**config.mk**
```make
export PLATFORM = sky130hd
export DESIGN_NAME = abst_ctrl
export DESIGN_NICKNAME = d
export VERILOG_FILES = /design/src/hw/rtl/abst_pkg.sv /design/src/hw/rtl/abst_ctrl.sv
export SDC_FILE = /design/constraint.sdc
export NUM_CORES = 1
export LEC_CHECK = 0
export ABC_AREA = 1
export BUFFER_PORTS_ARGS = -buffer_cell sky130_fd_sc_hd__buf_4
export CAP_MARGIN = 20
export CORE_UTILIZATION = 50
export CTS_CLUSTER_SIZE = 20
export DETAILED_ROUTE_END_ITERATION = 8
export HOLD_SLACK_MARGIN = 0.08
export PLACE_DENSITY = 0.8
export RECOVER_POWER = 25
export SLEW_MARGIN = 20
export SYNTH_ARGS = -nofsm -noshare
export SYNTH_HDL_FRONTEND = slang
export SYNTH_SLANG_ARGS = --single-unit
```
**constraint.sdc**
```tcl
create_clock -name clock -period 5.6 [get_ports clock]
set_input_delay 0.84 -clock clock [delete_from_list [all_inputs] [get_ports clock]]
set_output_delay 0.84 -clock clock [all_outputs]
set_load 0.01 [all_outputs]
```
**src/hw/rtl/abst_pkg.sv**
```systemverilog
package abst_pkg;

   // Width of the result slot field; larger indices are masked to it.
   localparam int SLOT_W = 10;
   // Widest tree the design supports, used to widen indices before masking.
   localparam int LEVELS_MAX = 16;
   // Width of one stored key.
   localparam int KEY_W = 32;

   typedef enum logic {
      OP_INSERT = 1'b0,
      OP_SEARCH = 1'b1
   } abst_op_type;

   typedef enum logic [1:0] {
      STAT_OK        = 2'd0,
      STAT_NOT_FOUND = 2'd1,
      STAT_PATH_FULL = 2'd2,
      STAT_ZERO      = 2'd3
   } abst_status_type;

   typedef enum logic [1:0] {
      ST_CLEAR,
      ST_IDLE,
      ST_WALK,
      ST_DONE
   } abst_state_type;

   // Port enables of the node memory.
   typedef struct packed {
      logic rd_en;
      logic wr_en;
   } abst_mem_ctl_type;

   // Finished result handed from the sequencer to the output register.
   typedef struct packed {
      abst_status_type   status;
      logic [SLOT_W-1:0] slot;
   } abst_result_type;

   // Sequencer status seen by the top level.
   typedef struct packed {
      logic clearing;
      logic res_valid;
   } abst_stat_type;

endpackage

```
**src/hw/rtl/abst_ctrl.sv**
```systemverilog
module abst_ctrl import abst_pkg::*; #(
   parameter int LEVELS = 10
) (
   input  logic              clock,
   input  logic              reset,
   input  logic              req_valid,
   output logic              req_stall,
   input  logic              req_operation,
   input  logic [KEY_W-1:0]  req_value,
   input  logic              out_free,
   output abst_result_type   result,
   output abst_stat_type     stat,
   output abst_mem_ctl_type  mem_ctl,
   output logic [LEVELS-1:0] wr_addr,
   output logic [KEY_W-1:0]  wr_data,
   output logic [LEVELS-1:0] rd_addr,
   input  logic [KEY_W-1:0]  rd_data
);

   abst_state_type    state_ff, state_in;
   abst_op_type       op_ff, op_in;
   logic [KEY_W-1:0]  value_ff, value_in;
   logic [LEVELS-1:0] idx_ff, idx_in;
   logic [LEVELS-1:0] clr_ff, clr_in;
   abst_result_type   result_ff, result_in;

   logic                  accept;
   logic                  here_empty;
   logic                  here_equal;
   logic                  go_right;
   logic                  at_last;
   logic [LEVELS-1:0]     next_idx;
   logic [LEVELS_MAX-1:0] idx_wide;
   logic [SLOT_W-1:0]     idx_slot;

   // State register and control registers.
   always_ff @(posedge clock) begin
      if (reset) begin
         state_ff <= ST_CLEAR;
         clr_ff   <= '0;
      end else begin
         state_ff <= state_in;
         clr_ff   <= clr_in;
      end
   end

   // Payload registers of the request under way.
   always_ff @(posedge clock) begin
      op_ff     <= op_in;
      value_ff  <= value_in;
      idx_ff    <= idx_in;
      result_ff <= result_in;
   end

   // Compare of the node just read against the key.
   assign here_empty = (rd_data == '0);
   assign here_equal = (rd_data == value_ff);
   assign go_right   = ($signed(value_ff) > $signed(rd_data));
   assign at_last    = idx_ff[LEVELS-1];
   assign next_idx   = {idx_ff[LEVELS-2:0], go_right};

   // Slot index widened to the largest tree and then masked to the field.
   assign idx_wide = LEVELS_MAX'(idx_ff);
   assign idx_slot = idx_wide[SLOT_W-1:0];

   assign accept = req_valid && (state_ff == ST_IDLE);

   // Next state, memory accesses and the result.
   always_comb begin
      state_in  = state_ff;
      op_in     = op_ff;
      value_in  = value_ff;
      idx_in    = idx_ff;
      clr_in    = clr_ff;
      result_in = result_ff;
      mem_ctl   = '0;
      rd_addr   = LEVELS'(1);
      wr_addr   = idx_ff;
      wr_data   = value_ff;

      unique case (state_ff)
         ST_CLEAR: begin
            // Sweep the memory once after reset, one entry a cycle.
            mem_ctl.wr_en = 1'b1;
            wr_addr       = clr_ff;
            wr_data       = '0;
            clr_in        = clr_ff + LEVELS'(1);
            if (clr_ff == '1) begin
               state_in = ST_IDLE;
            end
         end
         ST_IDLE: begin
            // Take a request and read the root right away.
            if (accept) begin
               op_in         = abst_op_type'(req_operation);
               value_in      = req_value;
               idx_in        = LEVELS'(1);
               mem_ctl.rd_en = 1'b1;
               rd_addr       = LEVELS'(1);
               if (req_value == '0) begin
                  result_in = '{status: STAT_ZERO, slot: '0};
                  state_in  = ST_DONE;
               end else begin
                  state_in = ST_WALK;
               end
            end
         end
         ST_WALK: begin
            // One tree level per cycle: decide, or read the chosen child.
            rd_addr = next_idx;
            if (op_ff == OP_INSERT) begin
               if (here_empty) begin
                  mem_ctl.wr_en = 1'b1;
                  result_in     = '{status: STAT_OK, slot: idx_slot};
                  state_in      = ST_DONE;
               end else if (at_last) begin
                  result_in = '{status: STAT_PATH_FULL, slot: '0};
                  state_in  = ST_DONE;
               end else begin
                  mem_ctl.rd_en = 1'b1;
                  idx_in        = next_idx;
               end
            end else begin
               if (here_empty) begin
                  result_in = '{status: STAT_NOT_FOUND, slot: '0};
                  state_in  = ST_DONE;
               end else if (here_equal) begin
                  result_in = '{status: STAT_OK, slot: idx_slot};
                  state_in  = ST_DONE;
               end else if (at_last) begin
                  result_in = '{status: STAT_NOT_FOUND, slot: '0};
                  state_in  = ST_DONE;
               end else begin
                  mem_ctl.rd_en = 1'b1;
                  idx_in        = next_idx;
               end
            end
         end
         ST_DONE: begin
            // Hand the result over once the output register has room.
            if (out_free) begin
               state_in = ST_IDLE;
            end
         end
         default: begin
            state_in = ST_IDLE;
         end
      endcase
   end

   assign req_stall      = (state_ff != ST_IDLE);
   assign result         = result_ff;
   assign stat.clearing  = (state_ff == ST_CLEAR);
   assign stat.res_valid = (state_ff == ST_DONE);

endmodule

```
# Word level (Yosys, flattened, before mapping)
# Index checks and enable logic that the tools add are counted.
[op_classes]
reduce_logical = 9
magnitude_cmp = 1
n_addsub = 1
n_eq_ne = 14
muxes = 39
[op_table]
columns = ["op", "count"]
rows = [
  ["2-to-1 mux 12 bit", 8],
  ["2-to-1 mux 10 bit", 8],
  ["zero test 32 bit", 2],
  ["equality test 32 bit", 1],
  ["> comparator 32 bit", 1],
  ["2-to-1 mux 32 bit", 1],
  ["case mux 12 bit (2 select lines)", 1],
  ["case mux 10 bit (2 select lines)", 1],
  ["2-to-1 mux 2 bit", 8],
  ["adder 10 x 1 -> 10 bit (second input constant)", 1],
  ["equality test 10 bit (second input constant)", 1],
  ["2-to-1 mux 1 bit", 9],
  ["inequality test 4 bit (second input constant)", 2],
  ["case mux 2 bit (4 select lines)", 1],
  ["inequality test 2 x 1 -> 1 bit (second input constant)", 3],
  ["inequality test 2 bit (second input constant)", 3],
  ["AND reduction 5 bit", 1],
  ["equality test 2 bit (second input constant)", 2],
  ["case mux 1 bit (2 select lines)", 2],
  ["AND reduction 4 bit", 1],
  ["inequality test 3 bit (second input constant)", 1],
  ["AND reduction 3 bit", 1],
  ["equality test 2 x 1 -> 1 bit (second input constant)", 1],
  ["zero test 2 bit", 1],
  ["other kinds (3)", 3],
]
[totals]
reg_bits = 67
inputBits = 69
elab_cells = 71
out_inout_bits = 69

# Logic depth before layout (Yosys ltp)
[logic_depth]
depth_word = 6
mapped_depth = 16
ltp_nobuf = 16

# Least setup slack after synthesis
# No wires, ideal clock.
[synth_timing]
path_kind = "input-to-output"
from = "in rd_data[23]"
to = "out mem_ctl[1] (netlist name)"
arrival_time_ps = 2049
slack_ps = 2711
n_path_buf = 0
cell_stages = 11
cell_sequence = "inv_1 -> ha_1 -> nand2_1 -> nor2_1 -> nand4_1 -> nor2_4 -> nand2_4 -> o21ai_4 -> nor2_1 -> nor2_1 -> nor2_1"
[synth_lines]
columns = ["item", "line_no", "source"]
rows = [
  ["from (decl)", "abst_ctrl.sv:17", "input logic [KEY_W-1:0] rd_data"],
  ["to (decl)", "abst_ctrl.sv:13", "output abst_mem_ctl_type mem_ctl,"],
]

==> out/metrics.cfg <==
[min_path]
hp-class=reg2reg
hold_path_end=clr_ff[9]
whs_path_depth=2
min_from=clr_ff[9]

[setup_path]
crit_path_start_kind=primary input
crit_type=in2out
cp-end-kind=output pin
reg2reg_slack_ns=2.98
cp.arrival_ns=2.44
worst-path-buf-inv=3
cpMaxStageDelayCell=ha_1
slowest_delay_ns=0.31
critical_path.top_delay_family=simple AND/OR/NAND/NOR gates
crit_fanout=3
worstPathCellList=buf_4 -> inv_1 -> ha_1 -> nand2_1 -> nor2_1 -> nand4_1 -> nor2_4 -> nand2_4 -> o21ai_4 -> nor2_1 -> nor2_1 -> nor2_1 -> buf_4
timing.rr.end=result[1]
crit_top_cell=nor2_1
worstPathRequired_ns=4.76
r2r-start=value_ff[23]
worstRegToRegCells=9

[power]
clkPwrFrac=0.333
p_leak_nw=2.661
p_int_w=0.0008816
combPwrFrac=0.193
p_per_area_nw_per_um2=229.8
p_switching_w=0.0003480
netSwitchingFraction=0.2830
p_seq_frac=0.473
max-vdd-ir-drop_uv=168.1

[synth]
syn_inst=498
syn_avg_cell_area_um2=8.168
synth_top_area_frac=0.4060
syn_nets=604
ys_ff_latch=67
yosysUniqueCellTypes=31
synth.area.top_cells=edfxtp_1, ha_1, inv_1
syn_area_um2=4068
yosysTopAreaCell=edfxtp_1
yosysSeqAreaShare=0.4651
ys_warn_count=0

[cells_and_area]
final_area_um2=5350
layoutNonFillerInstCount=746
postLayoutCoreUtil=0.6853
area_growth_pct=31.53
final_common_cell=inv_1
layout_common_cells=inv_1, buf_4, nor2_1
drive_above_1_share=0.2469
nets=745
antenna_cells=0

[die]
die_area_um2=8500
rows=32
ios=138
start_util=0.5210
die_h_um=92.20
core_region_area_um2=7807
die_x_um=92.20

[sta]
fmax_mhz=305.3
tightest_slew_ns=1.882
setup_slack_ns=2.325
setup_viol=0
rsz0062_at_grt=no
relSlewSlack=-0.2544
slew_viol_final=34
fin_crit_ns=3.275
setup_tns_ns=0
hold_viol=0
period_share=0.5849
clock_skew_ns=0.01021

[placement]
placed_area_um2=5202
place_ws_ns=2.333
dp_hpwl_um=7648
placed_cells=730
gp_congestion=0.9239
portBuffers=137

[drt]
avgViaCountPerCell=4.925
drtIter0Drc=262
ant_nets=0
drc=0
wl_per_cell_um=13.12
vias=3674
drt-total-wl_um=9789
drtPass1Iterations=4

[clock_tree]
cts_buffer_depth=2
cts_tree=yes
clk_pin_slew_ns=0.08
cts_hold_buf=0
htree_num_levels=3
ctsRootBufferMaster=clkbuf_8
cts_sinks=67
cts_resized=0
cts_setup_buffers=0
clkLatencyLatePin_ns=0.35
cts_buffers=9

[global_routing]
grt_pass1_wl_um=16250
antenna_found_initial=0
grt.overflow.total=0
grt_pass1_vias=3666
grt_usage=0.2442
grt_max_degree=56

[outcome]
violations=capacitance limit, slew limit
outcome=finished, violations left

[flow_run]
max-cap-violations=1

flip-flops by register name, indices dropped and copies added, names as in the netlist:
name / flops
clr_ff: 10
idx_ff: 10
op_ff: 1
result: 12
state_ff: 2
value_ff: 32
cell usage after synthesis, drive strengths merged:
library cell,n
o21a,2
and2,1
inv,111
o31ai,1
nor2,92
o22ai,3
clkbuf,7
ha,37
o21ai,27
and3,1
buf,2
edfxtp,55
nand3b,1
nand4,15
nand3,10
nor3b,2
nor3,4
dfxtp,12
a21oi,24
nand2,90
a21o,1
through the flow:
step                hold slack (ns)  power [W]
finish                       0.4772   0.001230
global route                 0.5115   0.001287
CTS                          0.4744   0.001241
detailed placement           0.4621  0.0008345
global placement             0.4605  0.0008266
floorplan                    0.4415  0.0007150
worst min-delay path, delay by kind of cell, from the launching register on:
kind	cells	cell delay, ns
flops	1	0.33
buf+inv	1	0.05
compound gates	1	0.05
final cells by class:
type / instances / area, µm²
well taps: 102 / 127.6
clock buffers: 9 / 123.9
multi-input cells: 311 / 1723
flip-flops and latches: 67 / 1892
clock inverters: 7 / 76.32
inverters: 111 / 416.7
fillers: 653 / 2457
repair buffers: 139 / 991.0
power by group through the flow:
stage / logic [W] / registers, W / clock network [W]
floorplan: 0.000124 / 0.000591 / 0
global route: 0.000265 / 0.000585 / 0.000437
finish: 0.000238 / 0.000582 / 0.000410
CTS: 0.000243 / 0.000581 / 0.000416
global placement: 0.000236 / 0.000591 / 0
detailed placement: 0.000242 / 0.000592 / 0
logic make-up (layout without fill, tap and decap cells):
logic type,count (synthesis),count (layout),share of synthesized area
simple gates,216,216,0.2298
buf+inv,120,266,0.1120
flops,67,67,0.4651
compound gates,58,58,0.07937
fa+ha+maj,37,37,0.1138
worst max-delay path by stage:
stage / startpoint / end / slack, ns / cells past startpoint
finish: rd_data[23] / mem_ctl[1] / 2.32 / 13
global route: rd_data[23] / mem_ctl[1] / 2.23 / 13
CTS: rd_data[23] / mem_ctl[1] / 2.32 / 13
detailed placement: rd_data[23] / mem_ctl[1] / 2.33 / 13
floorplan: rd_data[23] / mem_ctl[1] / 2.71 / 11
global placement: rd_data[23] / mem_ctl[1] / 2.40 / 13
per-layer routing:
layer,track usage,up-vias,wire (µm)
li1,-,1869,-
met1,0.2908,1677,4237
met2,0.4279,112,4893
met3,0.04975,16,486
met4,0.1003,0,172
met5,0,-,0
No activity file was read; power rests on OpenSTA's default activity.
